`config.mk`:
```
export PLATFORM = sky130hd
export DESIGN_NAME = version_number_compare
export DESIGN_NICKNAME = d
export VERILOG_FILES = /design/src/vnc_pkg.sv /design/src/vnc_ram.sv /design/src/version_number_compare.sv
export SDC_FILE = /design/constraint.sdc
export NUM_CORES = 1
export LEC_CHECK = 0
export BUFFER_PORTS_ARGS = -buffer_cell sky130_fd_sc_hd__buf_2
export CORE_UTILIZATION = 30
export DETAILED_ROUTE_END_ITERATION = 6
export GPL_TIMING_DRIVEN = 0
export SLEW_MARGIN = 5
export SYNTH_ARGS = -nofsm -noshare
export SYNTH_HDL_FRONTEND = slang
export SYNTH_SLANG_ARGS = --single-unit
```
`constraint.sdc`:
```
create_clock -name i_clk -period 12.4 [get_ports i_clk]
set_clock_uncertainty 0.15 [all_clocks]
set_input_delay 0 -clock i_clk [delete_from_list [all_inputs] [get_ports i_clk]]
set_output_delay 0 -clock i_clk [all_outputs]
set_load 0.02 [all_outputs]
```
`src/vnc_pkg.sv`:
```
// Shared types and constants for the version number comparator.
`timescale 1ns / 1ps

package vnc_pkg;

    localparam int unsigned PART_W = 31;
    localparam int unsigned VERDICT_W = 3;
    localparam logic [PART_W+3:0] PART_LIMIT = 35'd2147483647;

    localparam logic [7:0] CHAR_DOT  = 8'h2E;
    localparam logic [7:0] CHAR_ZERO = 8'h30;
    localparam logic [7:0] CHAR_NINE = 8'h39;

    typedef enum logic [1:0] {
        OP_CHAR_FIRST  = 2'd0,
        OP_CHAR_SECOND = 2'd1,
        OP_END_FIRST   = 2'd2,
        OP_END_SECOND  = 2'd3
    } t_op;

    typedef enum logic [VERDICT_W-1:0] {
        VERDICT_FIRST     = 3'd0,
        VERDICT_SECOND    = 3'd1,
        VERDICT_EQUAL     = 3'd2,
        VERDICT_EMPTY     = 3'd3,
        VERDICT_MALFORMED = 3'd4
    } t_verdict;

    typedef enum logic [1:0] {
        DEC_NONE   = 2'd0,
        DEC_FIRST  = 2'd1,
        DEC_SECOND = 2'd2
    } t_decision;

    typedef enum logic {
        ST_IDLE = 1'b0,
        ST_CMP  = 1'b1
    } t_state;

endpackage

```
`src/vnc_ram.sv`:
```
// Generic single-write, single-read synchronous RAM with registered read data.
`timescale 1ns / 1ps

module vnc_ram #(
    parameter int unsigned WIDTH = 31,
    parameter int unsigned DEPTH = 16
) (
    input  logic                                    i_clk,
    input  logic                                    i_we,
    input  logic [(DEPTH > 1 ? $clog2(DEPTH) : 1)-1:0] i_waddr,
    input  logic [WIDTH-1:0]                        i_wdata,
    input  logic [(DEPTH > 1 ? $clog2(DEPTH) : 1)-1:0] i_raddr,
    output logic [WIDTH-1:0]                        o_rdata
);

    logic [WIDTH-1:0] r_mem [DEPTH];
    logic [WIDTH-1:0] r_rdata;

    always_ff @(posedge i_clk) begin
        if (i_we) begin
            r_mem[i_waddr] <= i_wdata;
        end
        r_rdata <= r_mem[i_raddr];
    end

    assign o_rdata = r_rdata;

endmodule

```
`src/version_number_compare.sv`:
```
// Top level of the dotted version number comparator.
`timescale 1ns / 1ps

//  channel   | valid    | stall    | payload
//  ----------+----------+----------+--------------------------
//  request   | i_valid  | o_stall  | i_op, i_char_code
//  verdict   | o_valid  | i_stall  | o_verdict
//
//  A dot in the second string and the end of a nonempty second string go
//  through ST_CMP: the stored component is read from the part RAM when the
//  request is taken and compared in ST_CMP, while further requests stall.
//  Reset is synchronous and clears all control state; the part RAM is not
//  cleared, since an entry is only read after it was written for the same
//  comparison. A held verdict stalls the request side only while it is not
//  being taken.

module version_number_compare
    import vnc_pkg::*;
#(
    parameter int unsigned MAX_PARTS = 16
) (
    input  logic                 i_clk,
    input  logic                 i_rst_n,
    input  logic                 i_valid,
    input  logic [1:0]           i_op,
    input  logic [7:0]           i_char_code,
    output logic                 o_stall,
    output logic                 o_valid,
    output logic [VERDICT_W-1:0] o_verdict,
    input  logic                 i_stall
);

    // address width of the part RAM and width of the part counters
    localparam int unsigned AW = (MAX_PARTS > 1) ? $clog2(MAX_PARTS) : 1;
    localparam int unsigned CW = $clog2(MAX_PARTS + 1);
    localparam logic [CW-1:0] MAX_CNT = CW'(MAX_PARTS);

    // control state
    t_state          r_state, n_state;
    logic            r_end, n_end;          // compare closes the second string
    logic [CW-1:0]   r_first_count, n_first_count;
    logic            r_nz_seen, n_nz_seen;
    logic [AW-1:0]   r_last_nz, n_last_nz;
    logic [PART_W-1:0] r_acc, n_acc;
    logic            r_digit, n_digit;
    logic [CW-1:0]   r_sidx, n_sidx;
    t_decision       r_decision, n_decision;
    logic            r_malformed, n_malformed;
    logic [1:0]      r_chars, n_chars;
    logic            r_phase, n_phase;
    logic            r_out_valid, n_out_valid;
    t_verdict        r_verdict, n_verdict;

    logic              in_acc;
    logic              is_digit;
    logic [PART_W+3:0] acc_next;
    logic              acc_ovf;
    logic              do_first;
    logic              do_clear;
    logic              ram_we;
    logic [PART_W-1:0] ram_rdata;
    logic [PART_W-1:0] ref_part;

    assign o_stall = (r_state != ST_IDLE) || (r_out_valid && i_stall);
    assign in_acc  = i_valid && !o_stall;

    // accumulate one decimal digit: acc * 10 + digit as two shifts and two adds
    assign is_digit = (i_char_code >= CHAR_ZERO) && (i_char_code <= CHAR_NINE);
    assign acc_next = {1'b0, r_acc, 3'b000} + {3'b000, r_acc, 1'b0}
                    + {{PART_W{1'b0}}, 4'(i_char_code - CHAR_ZERO)};
    assign acc_ovf  = acc_next > PART_LIMIT;

    // stored component for this place of the second string, zero beyond the first
    assign ref_part = (r_sidx < r_first_count) ? ram_rdata : '0;

    vnc_ram #(
        .WIDTH (PART_W),
        .DEPTH (MAX_PARTS)
    ) u_parts (
        .i_clk   (i_clk),
        .i_we    (ram_we),
        .i_waddr (r_first_count[AW-1:0]),
        .i_wdata (r_acc),
        .i_raddr (r_sidx[AW-1:0]),
        .o_rdata (ram_rdata)
    );

    always_comb begin
        n_state       = r_state;
        n_end         = r_end;
        n_first_count = r_first_count;
        n_nz_seen     = r_nz_seen;
        n_last_nz     = r_last_nz;
        n_acc         = r_acc;
        n_digit       = r_digit;
        n_sidx        = r_sidx;
        n_decision    = r_decision;
        n_malformed   = r_malformed;
        n_chars       = r_chars;
        n_phase       = r_phase;
        n_out_valid   = r_out_valid && i_stall;
        n_verdict     = r_verdict;
        do_first      = 1'b0;
        do_clear      = 1'b0;
        ram_we        = 1'b0;

        unique case (r_state)
            ST_IDLE: begin
                if (in_acc) begin
                    unique case (t_op'(i_op)) inside
                        OP_CHAR_FIRST, OP_CHAR_SECOND: begin
                            // drop characters of the string not being read
                            if (i_op[0] == r_phase) begin
                                n_chars[i_op[0]] = 1'b1;
                                if (i_char_code == CHAR_DOT) begin
                                    if (!r_phase) begin
                                        do_first = 1'b1;
                                    end else begin
                                        // RAM read is under way at r_sidx
                                        n_state = ST_CMP;
                                        n_end   = 1'b0;
                                    end
                                end else if (is_digit) begin
                                    if (!r_malformed) begin
                                        if (acc_ovf) begin
                                            n_malformed = 1'b1;
                                        end else begin
                                            n_acc = acc_next[PART_W-1:0];
                                        end
                                    end
                                    n_digit = 1'b1;
                                end else begin
                                    n_malformed = 1'b1;
                                end
                            end
                        end
                        OP_END_FIRST: begin
                            if (!r_phase) begin
                                do_first = r_chars[0];
                                n_acc    = '0;
                                n_digit  = 1'b0;
                                n_phase  = 1'b1;
                            end
                        end
                        OP_END_SECOND: begin
                            if (r_phase && r_chars[1]) begin
                                // close the last component before deciding
                                n_state = ST_CMP;
                                n_end   = 1'b1;
                            end else begin
                                // an empty second string, or an end that comes before the first string's end
                                n_out_valid = 1'b1;
                                n_verdict   = VERDICT_EMPTY;
                                do_clear    = 1'b1;
                            end
                        end
                        default: begin
                        end
                    endcase
                end
            end
            ST_CMP: begin
                n_state = ST_IDLE;
                if (!r_digit || (r_sidx >= MAX_CNT)) begin
                    n_malformed = 1'b1;
                end else begin
                    if (r_decision == DEC_NONE) begin
                        if (ref_part > r_acc) begin
                            n_decision = DEC_FIRST;
                        end else if (ref_part < r_acc) begin
                            n_decision = DEC_SECOND;
                        end
                    end
                    n_sidx = r_sidx + 1'b1;
                end
                n_acc   = '0;
                n_digit = 1'b0;
                if (r_end) begin
                    n_out_valid = 1'b1;
                    do_clear    = 1'b1;
                    if (!r_chars[0]) begin
                        n_verdict = VERDICT_EMPTY;
                    end else if (n_malformed) begin
                        n_verdict = VERDICT_MALFORMED;
                    end else if (n_decision == DEC_FIRST) begin
                        n_verdict = VERDICT_FIRST;
                    end else if (n_decision == DEC_SECOND) begin
                        n_verdict = VERDICT_SECOND;
                    end else if (r_nz_seen && (CW'(r_last_nz) >= n_sidx)) begin
                        // the first string has a nonzero component past the second's end
                        n_verdict = VERDICT_FIRST;
                    end else begin
                        n_verdict = VERDICT_EQUAL;
                    end
                end
            end
            default: begin
                n_state = ST_IDLE;
            end
        endcase

        // close a component of the first string and store it
        if (do_first) begin
            if (!r_digit || (r_first_count >= MAX_CNT)) begin
                n_malformed = 1'b1;
            end else begin
                ram_we = 1'b1;
                if (r_acc != '0) begin
                    n_nz_seen = 1'b1;
                    n_last_nz = r_first_count[AW-1:0];
                end
                n_first_count = r_first_count + 1'b1;
            end
            n_acc   = '0;
            n_digit = 1'b0;
        end

        // return to the reset state after a verdict
        if (do_clear) begin
            n_state       = ST_IDLE;
            n_first_count = '0;
            n_nz_seen     = 1'b0;
            n_last_nz     = '0;
            n_acc         = '0;
            n_digit       = 1'b0;
            n_sidx        = '0;
            n_decision    = DEC_NONE;
            n_malformed   = 1'b0;
            n_chars       = '0;
            n_phase       = 1'b0;
        end
    end

    always_ff @(posedge i_clk) begin
        if (!i_rst_n) begin
            r_state       <= ST_IDLE;
            r_end         <= 1'b0;
            r_first_count <= '0;
            r_nz_seen     <= 1'b0;
            r_last_nz     <= '0;
            r_acc         <= '0;
            r_digit       <= 1'b0;
            r_sidx        <= '0;
            r_decision    <= DEC_NONE;
            r_malformed   <= 1'b0;
            r_chars       <= '0;
            r_phase       <= 1'b0;
            r_out_valid   <= 1'b0;
        end else begin
            r_state       <= n_state;
            r_end         <= n_end;
            r_first_count <= n_first_count;
            r_nz_seen     <= n_nz_seen;
            r_last_nz     <= n_last_nz;
            r_acc         <= n_acc;
            r_digit       <= n_digit;
            r_sidx        <= n_sidx;
            r_decision    <= n_decision;
            r_malformed   <= n_malformed;
            r_chars       <= n_chars;
            r_phase       <= n_phase;
            r_out_valid   <= n_out_valid;
        end
    end

    // verdict payload needs no reset
    always_ff @(posedge i_clk) begin
        r_verdict <= n_verdict;
    end

    assign o_valid   = r_out_valid;
    assign o_verdict = r_verdict;

endmodule

```
-- After elaboration in Yosys (flattened, before gate mapping)
Memory sizes are Yosys's and may differ from the RTL's. A register that Yosys moved wholly into a read port is not among the register bits.
Cells that the tools add are included.
Widths: inputs -> output; s select.
- output and inout port bits: 5
- register bits after elaboration: 59
- memory bits (writable): 496
- input bits: 14
- memories kept: 1
- logic and storage cells: 164
- memory list (name ; words ; bits a word ; read ports ; clocked after memory_dff ; wr ports ; RTL line ; text):
    u_parts.r_mem ; 16 ; 31 ; 1 ; 1 ; 1 ; vnc_ram.sv:16 ; logic [WIDTH-1:0] r_mem [DEPTH];
- equality and inequality tests: 22
- magnitude comparators: 11
- muxes and demuxes: 81
- bitwise logic cells: 4
- add/subtract/negate cells: 5
- reduce and logical (&&, ||, !) cells: 26
- operators with widths (operator ; count):
    $mux 31 ; 8
    $pmux 31 s2 ; 2
    $mux 1 ; 44
    $add 34x32->35 ; 1
    $add 35x4->35 ; 1
    $gt 35x31->1 const B ; 1
    $gt 31x31->1 ; 1
    $lt 31x31->1 ; 1
    $reduce_bool 31->1 ; 1
    $mux 3 ; 6
    $ne 3x3->1 const B ; 6
    $pmux 1 s2 ; 9
    $mux 2 ; 8
    $ne 2x2->1 const B ; 6
    $add 5x1->5 const B ; 2
    $ge 5x5->1 const B ; 2
    $mux 5 ; 2
    $eq 8x6->1 const B ; 1
    $ge 8x6->1 const B ; 1
    $le 8x6->1 const B ; 1
    $reduce_and 4->1 ; 2
    $reduce_and 8->1 ; 1
    $reduce_and 7->1 ; 1
    $eq 2x2->1 const B ; 3
    23 further kinds ; 38

-- Depth between registers and ports, before layout
Gate-level depths: netlist of the first run.
- depth in word-level cells: 15
- mapped depth: 20

-- By module
A second synthesis of the first run with hierarchy kept.
- cell total of the unflattened synthesis: 1592
- area, all modules: 25374.3 um^2
- by module, submodules not included (module ; cells an instance ; instances ; area an instance (um^2) ; sequential area each (um^2)):
    vnc_ram ; 812 ; 1 ; 19248.5 ; 15514.9
    version_number_compare ; 780 ; 1 ; 6125.9 ; 1211.2

-- Worst setup path after synthesis of the first run
Ideal clock, no wire load.
- path type: register to register
- start: reg r_out_valid, in the netlist o_valid
- end: mem u_parts.r_mem[3][0] (enable)
- buffers on the path: 0
- period minus slack after synthesis: 4.558 ns
- required time: 11.792 ns
- setup time: 0.458 ns
- cell stages (with the launch flop): 7
- arrival: 3.950 ns
- slack: 7.842 ns
- cells stage by stage: dfxtp_1 > a21oi_1 > nand2_1 > or3_2 > nor3b_2 > nand2_1 > nor3_1
- word-level cells in the longest chain between the ends: 9
- RTL lines (what ; RTL line ; text):
    from (decl) ; version_number_compare.sv:51 ; logic r_out_valid, n_out_valid;
    from (signal assigned) ; version_number_compare.sv:262 ; r_out_valid <= n_out_valid;
    $logic_and 1x1->1 ; version_number_compare.sv:64 ; assign o_stall = (r_state != ST_IDLE) || (r_out_valid && i_stall);
    $logic_or 1x1->1 ; version_number_compare.sv:64 ;
    $logic_not 1->1 ; version_number_compare.sv:65 ; assign in_acc = i_valid && !o_stall;
    $logic_and 1x1->1 ; version_number_compare.sv:65 ;
    $mux 1 ; version_number_compare.sv:109 ; if (in_acc) begin
    $mux 1 ; version_number_compare.sv:107 ; unique case (r_state)
    $mux 1 ; version_number_compare.sv:203 ; if (do_first) begin
    $mux 1 ; vnc_ram.sv:20 ; if (i_we) begin
    $mux 1 (implied by the code) ; vnc_ram.sv:21 ; r_mem[i_waddr] <= i_wdata;
    to (decl) ; vnc_ram.sv:16 ;
Every way passes these cells.

-- Worst setup path in the final report of the first run
- start: reg r_first_count[2]
- end: reg r_verdict[0], in the netlist o_verdict[0] (data pin)
- word-level cells in the longest chain between the ends: 15
- RTL lines (what ; RTL line ; text):
    from (decl) ; version_number_compare.sv:41 ; logic [CW-1:0] r_first_count, n_first_count;
    from (signal assigned) ; version_number_compare.sv:252 ; r_first_count <= n_first_count;
    $lt 5x5->1 (*) ; version_number_compare.sv:74 ; assign ref_part = (r_sidx < r_first_count) ? ram_rdata : '0;
    $mux 31 (*) ; version_number_compare.sv:74 ;
    $lt 31x31->1 ; version_number_compare.sv:170 ; end else if (ref_part < r_acc) begin
    $mux 2 ; version_number_compare.sv:170 ;
    $mux 2 (*) ; version_number_compare.sv:168 ; if (ref_part > r_acc) begin
    $mux 2 (*) ; version_number_compare.sv:167 ; if (r_decision == DEC_NONE) begin
    $mux 2 (*) ; version_number_compare.sv:164 ; if (!r_digit || (r_sidx >= MAX_CNT)) begin
    $mux 2 (*) ; version_number_compare.sv:107 ;
    $eq 2x2->1 ; version_number_compare.sv:187 ; end else if (n_decision == DEC_SECOND) begin
    $mux 2 ; version_number_compare.sv:187 ;
    $mux 2 (*) ; version_number_compare.sv:185 ; end else if (n_decision == DEC_FIRST) begin
    $mux 3 (*) ; version_number_compare.sv:183 ; end else if (n_malformed) begin
    $mux 3 (*) ; version_number_compare.sv:181 ; if (!r_chars[0]) begin
    $mux 3 (*) ; version_number_compare.sv:178 ; if (r_end) begin
    $pmux 3 s2 (*) ; version_number_compare.sv:107 ;
    to (signal assigned) ; version_number_compare.sv:268 ; r_verdict <= n_verdict;
    to (decl) ; version_number_compare.sv:52 ; t_verdict r_verdict, n_verdict;
Every way passes the cells marked *; elsewhere a longest branch is shown, timed or not. The select of a mux whose other input is x is not followed.
A chain may end at the register's enable or synchronous reset.

==> out/summary.log, run 1 <==
INFO  yosys          async_reset_ff_frac=0
INFO  clock_network  post_cts_resized=0
INFO  yosys          synth_largest_area_cell=edfxtp_1
INFO  routing        route.detailed.vias_per_inst=5.02
INFO  yosys          synth_top_family_by_area=multiplexers
INFO  die            core=82200um2
INFO  power_and_ir_drop worst_ir_drop_vdd=0.0886mV
INFO  critical_path  critical_path_required=12630ps
INFO  finish         multiInputGateArea=7890um2
INFO  timing         worst_slack=6410ps
INFO  critical_path  worst-setup-path-type=reg2reg
INFO  timing         fin_crit_sh=0.483
INFO  timing         unrepaired_setup_endpoints_after_global_routing=no
INFO  timing         max_slew_violation_total_from_the_final_report=0
INFO  finish         final_layout_size_suffix_gt1_frac=0.211
INFO  clock_network  numCtsBuffers=57
INFO  critical_path  worst_setup_start_kind=flop
INFO  timing         clock.fmax=0.167GHz
INFO  grt            number_of_antenna_violations_at_the_first_check_in_global_routing=0
INFO  clock_network  cts_setup_buffers=0
INFO  routing        avgRoutedWirePerCell=21.9um
INFO  critical_path  path_cells=clkbuf_1, inv_1, ha_1, a21boi_0, o21ai_0, nand2b_1, a21oi_1, clkbuf_1, and2_1, ha_1, a21o_1, a21o_1, a21oi_1, nor2_1, a211oi_1, o21ai_0, a211o_1, a21oi_1, nor2_1, o311ai_0
INFO  yosys          synth.top_cells.by_count=edfxtp_1 (499), mux4_2 (155), ha_1 (105), dfxtp_1 (87), nor2_1 (59)
INFO  routing        routed-via-count=13300
INFO  grt            track_usage=0.139
INFO  yosys          synth_most_common_cell=edfxtp_1
INFO  power_and_ir_drop power_density=132nW/um2
INFO  clock_network  cts.path.max_buffers=3
INFO  finish         finish.cell_count_without_fillers=2656
INFO  yosys          synthXorXnorAreaFrac=0.0133
INFO  finish         fillerInstances=7684
INFO  clock_network  clock-root-buffer=clkbuf_16
INFO  job            drv.max_cap_violation_count=0
INFO  yosys          syn_area=25000um2
INFO  yosys          synth_instances=1418
INFO  critical_path  worst_path_max_delay_cell=a21oi_1
INFO  critical_path  worst-endpoint-arrival=6220ps
INFO  die            floorplan.rows=105
INFO  routing        drt_first_pass_iters=5
INFO  yosys          synth_seq_area_share=0.669
INFO  yosys          synth_compound_area_frac=0.0540
INFO  placed_design  place_area=27000um2
INFO  yosys          synth-seq-cells=586
INFO  finish         final_net_count=1662
INFO  routing        drt_wl_total=58200um
INFO  grt            grt_first_pass_wirelength=88200um
INFO  critical_path  crit_cells=20
INFO  placed_design  hpwl=39000um
INFO  timing         setup-violations-final=0
INFO  yosys          dominantRegCellSynth=edfxtp_1
INFO  yosys          postSynthNetCount=1539
INFO  routing        first_iter_violations=968
INFO  placed_design  dpl_worst_slack=6410ps
INFO  placed_design  place_inst=2533
INFO  critical_path  regToRegStartpoint=r_first_count[2]
INFO  yosys          synth-edff-count=499
INFO  grt            globalRouteOverflowTotal=0
INFO  clock_network  htree_num_levels=2
INFO  critical_path  critPathMaxStageDelay=490ps
INFO  yosys          synth_largest_type_area_fraction=0.599
INFO  yosys          synth.avg_cell_area=17.6um2
INFO  critical_path  critPathMaxFanout=10
INFO  clock_network  cts_tree=yes
INFO  clock_network  clkSlewWorstSetupHoldPaths=60ps
INFO  routing        route.detailed.drc=0
INFO  yosys          yosys-top-cells-area=edfxtp_1 (60%), mux4_2 (14%), dfxtp_1 (7.0%)
INFO  die            dieWidth=291um
INFO  finish         area_growth=15.9%
INFO  timing         timing_worst_slew_pin_value=1150ps
INFO  finish         insertedDiodeCount=0
INFO  outcome        outcome=finished clean
INFO  die            ios=19
INFO  critical_path  critical-path-top-delay-family=compound AO/OA/AOI/OAI gates
INFO  critical_path  timing.critical_path.to_type=flop
INFO  grt            first_global_vias=14000
INFO  yosys          post_synth_mux_area_share=0.143
INFO  critical_path  critical_path.n_buffers_inverters=3
INFO  critical_path  crit_end=o_verdict[0]
INFO  yosys          synth_simple_gate_area_frac=0.0470
INFO  finish         design_area=29000um2
INFO  critical_path  ff2ff_setup_slack=6410ps
INFO  timing         final_hold_viol_count=0
INFO  critical_path  path_common_cell=a21oi_1
INFO  timing         finalWorstPathRequiredPeriod=5990ps
INFO  routing        drtAntennaViolNets=0
INFO  clock_network  clkSinkCount=586
INFO  die            floorplan.die.height=291um
INFO  timing         setup_total_negative_slack=0ps
INFO  yosys          yosys_warnings=0
INFO  yosys          synth_fa_ha_area_frac=0.0541
INFO  die            die_area=84500um2
INFO  timing         timing.slew.headroom=0.236
INFO  min_path       worstHoldPathType=in2reg
INFO  critical_path  critical_path.reg2reg.endpoint=o_verdict[0]
INFO  yosys          synthDistinctLibCells=77
INFO  grt            maximum_number_of_pins_on_one_net_before_global_route_repair=24
INFO  critical_path  r2r_cells=20
INFO  power_and_ir_drop power_leakage=10.2nW
INFO  placed_design  finalWeightedCongestion=0.842
INFO  clock_network  worst_skew_pair.late_latency=600ps
INFO  critical_path  critPathLaunch=r_first_count[2]
INFO  finish         sequential_cell_area=16700um2
INFO  die            floorplan.initialDensity=0.304
INFO  placed_design  portBuffers=17
## cells by family after synthesis
group	Yosys count
DFF	586
adders and majority gates	107
muxes	163
AOI/OAI and AO/OA	188
and+or+nand+nor	225
buffers and inverters	112
xor gates and xnor gates	37
## worst min-delay path by stage
stage,slack (ps),end,cells past startpoint,startpoint
after floorplan,-20,r_acc[0],1,i_char_code[0]
after global placement,110,r_end,2,i_rst_n
after detailed placement,120,r_acc[0],2,i_char_code[0]
after CTS,6,r_acc[0],3,i_char_code[0]
after global routing,60,r_acc[0],3,i_char_code[0]
final,40,r_acc[0],3,i_char_code[0]
## where the power goes
group | internal [W] | switching, W | leakage, nW
clock | 0.000969 | 0.000720 | 0.883
combinational | 0.0000155 | 0.0000217 | 3.60
sequential | 0.00211 | 0.00000352 | 5.67
total | 0.00309 | 0.000745 | 10.2
## final cells by class
type | count | area share
inverters | 52 | 0.00673
multi-input cells | 720 | 0.272
repair buffers | 64 | 0.0245
clock buffers | 79 | 0.0545
well taps | 1070 | 0.0462
clock inverters | 25 | 0.00799
plain buffers | 60 | 0.0107
flip-flops and latches | 586 | 0.577
## repair_timing
action / 4_1_cts / 5_1_grt
endpoints found under the hold margin: 31 / 0
endpoints found under the setup margin: 0 / 0
hold buffers: 19 / 0
## registers in the layout, summed over array words and instances (netlist names), 2 cells and up
name	flops
o_verdict	3
r_acc	31
r_chars	2
r_decision	2
r_first_count	5
r_last_nz	4
r_sidx	5
u_parts.o_rdata	31
u_parts.r_mem	496
## cell usage in the layout (no fill, tap or decap), types with 10 or more instances in the layout
cell	count
ha_1	105
o21a_1	10
clkbuf_16	57
clkbuf_1	47
mux4_2	155
buf_1	14
nand2_1	47
nand4_1	14
a31oi_1	10
a21oi_1	45
a22o_1	32
and2_1	35
a21o_1	19
nor2_4	12
xnor2_1	20
edfxtp_1	499
dlygate4sd3_1	19
dfxtp_1	87
buf_6	13
buf_2	18
inv_1	52
nor2_1	47
o21ai_0	24
xor2_1	16
## through the flow
step / hold WS (ps) / power [W] / utilization
floorplan: -24.5 / 0.00218 / -
global placement: 113 / 0.00219 / 0.321
detailed placement: 115 / 0.00219 / 0.328
CTS: 6.20 / 0.00387 / 0.352
global route: 56.8 / 0.00394 / 0.352
finish: 40.0 / 0.00384 / 0.352
## worst register-to-register path: stages (launching register included)
cell and delay [ps]:
dfxtp_1 310, clkbuf_1 380, inv_1 190, ha_1 320, a21boi_0 120, o21ai_0 170
nand2b_1 90, a21oi_1 490, clkbuf_1 490, and2_1 210, ha_1 240, a21o_1 160
a21o_1 180, a21oi_1 190, nor2_1 60, a211oi_1 400, o21ai_0 280, a211o_1 450
a21oi_1 400, nor2_1 120, o311ai_0 380
## layer usage
layer	share of wire	up-vias	track usage
met4	0.020	0	0.0339
met2	0.51	325	0.247
met1	0.43	6992	0.176
li1	-	5934	-
met3	0.038	86	0.0205
met5	0	-	0
Note: power is estimated with default switching activity, not from simulation.
==> run 2: changes to the inputs <==
Clock period 12.4 ns to 5.3 ns, I/O delays scaled along.
==> out/summary.log, run 2 (synthesis gave the netlist of run 1 again) <==
INFO  finish         final_layout_size_suffix_gt1_frac=0.217
INFO  power_and_ir_drop power_density=310nW/um2
INFO  timing         final_hold_viol_count=0
INFO  grt            number_of_antenna_violations_at_the_first_check_in_global_routing=0
INFO  placed_design  portBuffers=17
INFO  critical_path  critical-path-top-delay-family=compound AO/OA/AOI/OAI gates
INFO  routing        drt_first_pass_iters=5
INFO  clock_network  cts_setup_buffers=0
INFO  finish         final_net_count=1660
INFO  die            floorplan.initialDensity=0.304
INFO  critical_path  critical_path_required=5530ps
INFO  critical_path  worst_path_max_delay_cell=a211o_1
INFO  die            dieWidth=291um
INFO  grt            track_usage=0.139
INFO  critical_path  critPathMaxStageDelay=440ps
INFO  placed_design  place_area=27000um2
INFO  finish         regMostFlops=u_parts.r_mem
INFO  power_and_ir_drop worst_ir_drop_vdd=0.207mV
INFO  critical_path  worst-endpoint-arrival=5200ps
INFO  min_path       worstHoldPathType=in2reg
INFO  placed_design  hpwl=39000um
INFO  routing        first_iter_violations=991
INFO  critical_path  critical_path.reg2reg.endpoint=o_verdict[0]
INFO  critical_path  critPathLaunch=r_first_count[1]
INFO  timing         max_slew_violation_total_from_the_final_report=0
INFO  critical_path  regToRegStartpoint=r_first_count[1]
INFO  critical_path  critical_path.n_buffers_inverters=2
INFO  critical_path  path_cells=inv_1, ha_1, o21ai_0, a21boi_0, o21ai_0, nand2b_1, a21oi_2, buf_2, and2_1, ha_1, a21o_1, a21o_1, a21oi_1, nor2_1, a211oi_2, o21ai_1, a211o_1, a21oi_2, nor2_1, o311ai_0
INFO  clock_network  clkSinkCount=586
INFO  finish         final_common_cell=edfxtp_1
INFO  finish         largest_register_ffs=496
INFO  critical_path  worst-setup-path-type=reg2reg
INFO  critical_path  critPathMaxFanout=10
INFO  finish         design_area=29000um2
INFO  clock_network  cts_tree=yes
INFO  clock_network  htree_num_levels=2
INFO  routing        avgRoutedWirePerCell=21.9um
INFO  routing        route.detailed.vias_per_inst=4.99
INFO  die            floorplan.rows=105
INFO  routing        drtAntennaViolNets=0
INFO  clock_network  cts.path.max_buffers=3
INFO  timing         timing.slew.headroom=0.252
INFO  power_and_ir_drop power_leakage=9.99nW
INFO  timing         setup-violations-final=0
INFO  job            drv.max_cap_violation_count=0
INFO  routing        routed-via-count=13200
INFO  grt            first_global_vias=14000
INFO  timing         clock.fmax=0.201GHz
INFO  timing         fin_crit_sh=0.937
INFO  finish         insertedDiodeCount=0
INFO  clock_network  clock-root-buffer=clkbuf_16
INFO  critical_path  crit_end=o_verdict[0]
INFO  routing        drt_wl_total=58200um
INFO  finish         layout_common_cells=edfxtp_1 (499), mux4_2 (155), ha_1 (105), dfxtp_1 (83), clkbuf_16 (57)
INFO  critical_path  ff2ff_setup_slack=330ps
INFO  clock_network  clkSlewWorstSetupHoldPaths=60ps
INFO  placed_design  finalWeightedCongestion=0.842
INFO  finish         postLayoutCoreUtil=0.353
INFO  critical_path  r2r_cells=20
INFO  grt            maximum_number_of_pins_on_one_net_before_global_route_repair=24
INFO  critical_path  crit_cells=20
INFO  die            core=82200um2
INFO  die            die_area=84500um2
INFO  timing         unrepaired_setup_endpoints_after_global_routing=no
INFO  timing         timing_worst_slew_pin_value=1120ps
INFO  grt            globalRouteOverflowTotal=0
INFO  clock_network  numCtsBuffers=57
INFO  die            ios=19
INFO  timing         finalWorstPathRequiredPeriod=4970ps
INFO  routing        route.detailed.drc=0
INFO  critical_path  timing.critical_path.to_type=flop
INFO  clock_network  worst_skew_pair.late_latency=600ps
INFO  grt            grt_first_pass_wirelength=88300um
INFO  die            floorplan.die.height=291um
INFO  critical_path  worst_setup_start_kind=flop
INFO  finish         area_growth=15.9%
INFO  outcome        outcome=finished clean
run 2: cell types whose count changed in the layout (fill, tap and decap cells not counted):
| cell | delta |
|---|---|
| clkbuf_1 | -5 |
| dfxtp_1 | -4 |
| dfxtp_2 | +4 |
| a21oi_1 | -2 |
| a21oi_2 | +2 |
| clkbuf_2 | +2 |
| a211oi_1 | -1 |
| a211oi_2 | +1 |
| buf_2 | +1 |
| o21ai_0 | -1 |
| o21ai_1 | +1 |
run 2: through the flow:
stage	setup WS (ps)	std cells	hold slack [ps]	TNS (ps)	power, W
6_report	332	2654	33.9	0	0.00898
5_1_grt	122	2654	56.7	0	0.00922
4_1_cts	10.1	2654	6.20	0	0.00905
3_5_place_dp	-693	2533	115	-1900	0.00512
3_3_place_gp	-3220	2505	113	-794070	0.00512
2_1_floorplan	742	1418	-24.5	0	0.00509
run 2: worst min-delay path by stage:
stage	slack, ps	endpoint	cells after the start	startpoint
after global placement	110	r_end	2	i_rst_n
after detailed placement	120	r_acc[0]	2	i_char_code[0]
after CTS	6	r_acc[0]	3	i_char_code[0]
after global routing	60	r_acc[0]	3	i_char_code[0]
final	30	r_acc[0]	3	i_char_code[0]
after floorplan	-20	r_acc[0]	1	i_char_code[0]
run 2: worst min-delay path: cells and delay by family:
kind            cells  cell delay, ps
compound gates      1             120
buf+inv             2             640
run 2: metal layers:
metal | part of all wire | routed length [um] | global-route usage | vias up
li1 | - | - | - | 5929
met4 | 0.020 | 1180 | 0.0345 | 0
met2 | 0.51 | 29900 | 0.247 | 297
met3 | 0.038 | 2240 | 0.0206 | 82
met5 | 0 | 0 | 0 | -
met1 | 0.43 | 24900 | 0.176 | 6938
run 2: where the power goes:
part / switching, W / internal (W)
logic: 0.0000511 / 0.0000366
registers: 0.00000837 / 0.00494
clock network: 0.00168 / 0.00227
run 2: timing repair:
| action | in CTS | in global routing |
|---|---|---|
| resized for setup | 6 | 6 |
| hold endpoints to repair | 31 | 0 |
| hold buffers | 19 | 0 |
| setup endpoints to repair | 4 | 33 |
run 2: layout make-up:
type | instances | area [um2]
fillers | 7675 | 53200
plain buffers | 58 | 308
well taps | 1070 | 1340
multi-input cells | 720 | 7900
flip-flops and latches | 586 | 16700
repair buffers | 64 | 711
clock inverters | 25 | 231
inverters | 52 | 195
clock buffers | 79 | 1580
==> run 3: changes to the inputs <==
Settings changed: CELL_PAD_IN_SITES_DETAIL_PLACEMENT set to 1, CELL_PAD_IN_SITES_GLOBAL_PLACEMENT set to 1, PLACE_DENSITY_LB_ADDON set to 0.1.
==> out/summary.log, run 3 (synthesis gave the netlist of run 1 again) <==
INFO  min_path       worstHoldPathType=in2reg
INFO  critical_path  worst-setup-path-type=in2reg
INFO  critical_path  critPathMaxFanout=8
INFO  timing         max_slew_violation_total_from_the_final_report=0
INFO  power_and_ir_drop cell_internal_pwr=0.00775W
INFO  finish         largest_register_ffs=496
INFO  routing        drt_first_pass_iters=4
INFO  critical_path  worst-endpoint-arrival=5100ps
INFO  routing        drtAntennaViolNets=0
INFO  critical_path  ff2ff_setup_slack=350ps
INFO  placed_design  finalWeightedCongestion=0.742
INFO  outcome        outcome=finished clean
INFO  finish         postLayoutCoreUtil=0.358
INFO  finish         fillerInstances=8227
INFO  die            die_area=84500um2
INFO  placed_design  portBuffers=17
INFO  power_and_ir_drop power.share.switching=0.201
INFO  finish         layout_common_cells=edfxtp_1 (499), mux4_2 (155), ha_1 (105), dfxtp_1 (84), clkbuf_16 (70)
INFO  finish         multiInputGateArea=7930um2
INFO  power_and_ir_drop switchingPower=0.00195W
INFO  routing        route.detailed.drc=0
INFO  job            drv.max_cap_violation_count=0
INFO  grt            first_global_vias=14800
INFO  grt            grt_first_pass_wirelength=101000um
INFO  routing        routed-via-count=13200
INFO  power_and_ir_drop clk_pwr_share=0.481
INFO  critical_path  timing.critical_path.to_type=flop
INFO  placed_design  dpl_worst_slack=-1060ps
INFO  routing        drt_wl_total=68600um
INFO  critical_path  critPathLaunch=i_char_code[4]
INFO  grt            number_of_antenna_violations_at_the_first_check_in_global_routing=1
INFO  timing         worst_slack=342ps
INFO  routing        route.detailed.vias_per_inst=4.95
INFO  die            floorplan.rows=105
INFO  timing         setup-violations-final=0
INFO  die            dieWidth=291um
INFO  die            core=82200um2
INFO  critical_path  regToRegStartpoint=r_first_count[1]
INFO  clock_network  cts.path.max_buffers=3
INFO  placed_design  hpwl=47200um
INFO  timing         finalWorstPathRequiredPeriod=4960ps
INFO  power_and_ir_drop power.share.combinational=0.010
INFO  finish         final_net_count=1673
INFO  finish         regMostFlops=u_parts.r_mem
INFO  finish         area_growth=17.6%
INFO  critical_path  critical_path_required=5440ps
INFO  clock_network  htree_num_levels=3
INFO  critical_path  critical_path.reg2reg.endpoint=o_verdict[1]
INFO  finish         sequential_cell_area=16700um2
INFO  timing         clock.fmax=0.202GHz
INFO  grt            track_usage=0.165
INFO  grt            maximum_number_of_pins_on_one_net_before_global_route_repair=24
INFO  die            floorplan.initialDensity=0.304
INFO  clock_network  worst_skew_pair.late_latency=600ps
INFO  timing         fin_crit_sh=0.935
INFO  clock_network  clock-root-buffer=clkbuf_16
INFO  clock_network  clkSinkCount=586
INFO  timing         unrepaired_setup_endpoints_after_global_routing=no
INFO  timing         final_hold_viol_count=0
INFO  critical_path  crit_end=u_parts.r_mem[3][9]
INFO  routing        first_iter_violations=955
INFO  die            ios=19
INFO  clock_network  numCtsBuffers=67
INFO  power_and_ir_drop power.share.sequential=0.510
INFO  critical_path  r2r_cells=21
INFO  finish         final_layout_size_suffix_gt1_frac=0.225
INFO  routing        avgRoutedWirePerCell=25.6um
INFO  power_and_ir_drop power_density=330nW/um2
INFO  critical_path  worst_setup_start_kind=input pin
INFO  finish         insertedDiodeCount=0
INFO  timing         timing_worst_slew_pin_value=1270ps
INFO  finish         final_common_cell=edfxtp_1
INFO  grt            globalRouteOverflowTotal=0
INFO  power_and_ir_drop power_leakage=10.2nW
INFO  timing         timing.slew.headroom=0.152
INFO  clock_network  clkSlewWorstSetupHoldPaths=60ps
INFO  power_and_ir_drop worst_ir_drop_vdd=0.181mV
INFO  die            floorplan.die.height=291um
INFO  clock_network  cts_tree=yes
==> run 3: per-layer routing <==
metal | share of wire | routed length (um) | vias up | global-route usage
li1 | - | - | 5969 | -
met2 | 0.50 | 34300 | 188 | 0.287
met5 | 0 | 0 | - | 0
met1 | 0.45 | 30800 | 6990 | 0.214
met3 | 0.030 | 2090 | 95 | 0.0243
met4 | 0.020 | 1400 | 0 | 0.0454
==> run 3: worst min path at each step <==
stage | from | to | slack (ps) | depth (start not counted)
floorplan | i_char_code[0] | r_acc[0] | -20 | 1
global placement | i_char_code[0] | r_acc[0] | 90 | 2
detailed placement | i_char_code[0] | r_acc[0] | 80 | 2
CTS | i_char_code[1] | r_acc[1] | 130 | 4
global route | i_char_code[1] | r_acc[1] | 210 | 4
finish | i_char_code[1] | r_acc[1] | 180 | 4
==> run 3: what timing repair did <==
item / CTS / global route
hold buffers: 19 / 0
hold endpoints to repair: 27 / 0
setup buffers: 0 / 1
pin swaps: 0 / 1
gates resized for setup: 9 / 4
setup endpoints to repair: 35 / 3
==> run 3: final cells by class <==
type                       count  area share
inverter                      52     0.00663
clock inverter                27     0.00991
clock buffer                  96      0.0652
sequential                   586       0.569
buffer                        58      0.0105
multi-input combinational    720       0.269
tap                         1070      0.0455
timing repair buffer          67      0.0241
==> run 3: metrics by stage <==
stage	total power (W)	instances	hold WS, ps	area, um2	setup TNS (ps)
2_1_floorplan	0.00509	1418	-24.5	25000	0
3_3_place_gp	0.00513	2505	87.2	26400	-818730
3_5_place_dp	0.00513	2535	80.9	27000	-13810
4_1_cts	0.00985	2676	128	29400	0
5_1_grt	0.0100	2676	205	29400	0
6_report	0.00970	2676	177	29400	0
==> run 3: power by group through the flow <==
stage          sequential [W]  clock (W)  combinational [W]
3_5_place_dp          0.00504          0          0.0000828
2_1_floorplan         0.00504          0          0.0000494
6_report              0.00495    0.00467          0.0000922
4_1_cts               0.00495    0.00481          0.0000930
3_3_place_gp          0.00504          0          0.0000822
5_1_grt               0.00495    0.00496           0.000101
==> run 3: critical path, stage by stage <==
cell	delay, ps
dlygate4sd3_1	540
buf_2	140
nor4bb_1	260
nand3_1	170
dlygate4sd3_1	610
nor2_1	140
a21oi_1	60
or3_2	540
nor3b_2	650
nand2_1	430
nor3_2	780
buf_4	350
buf_6	190
buf_4	210
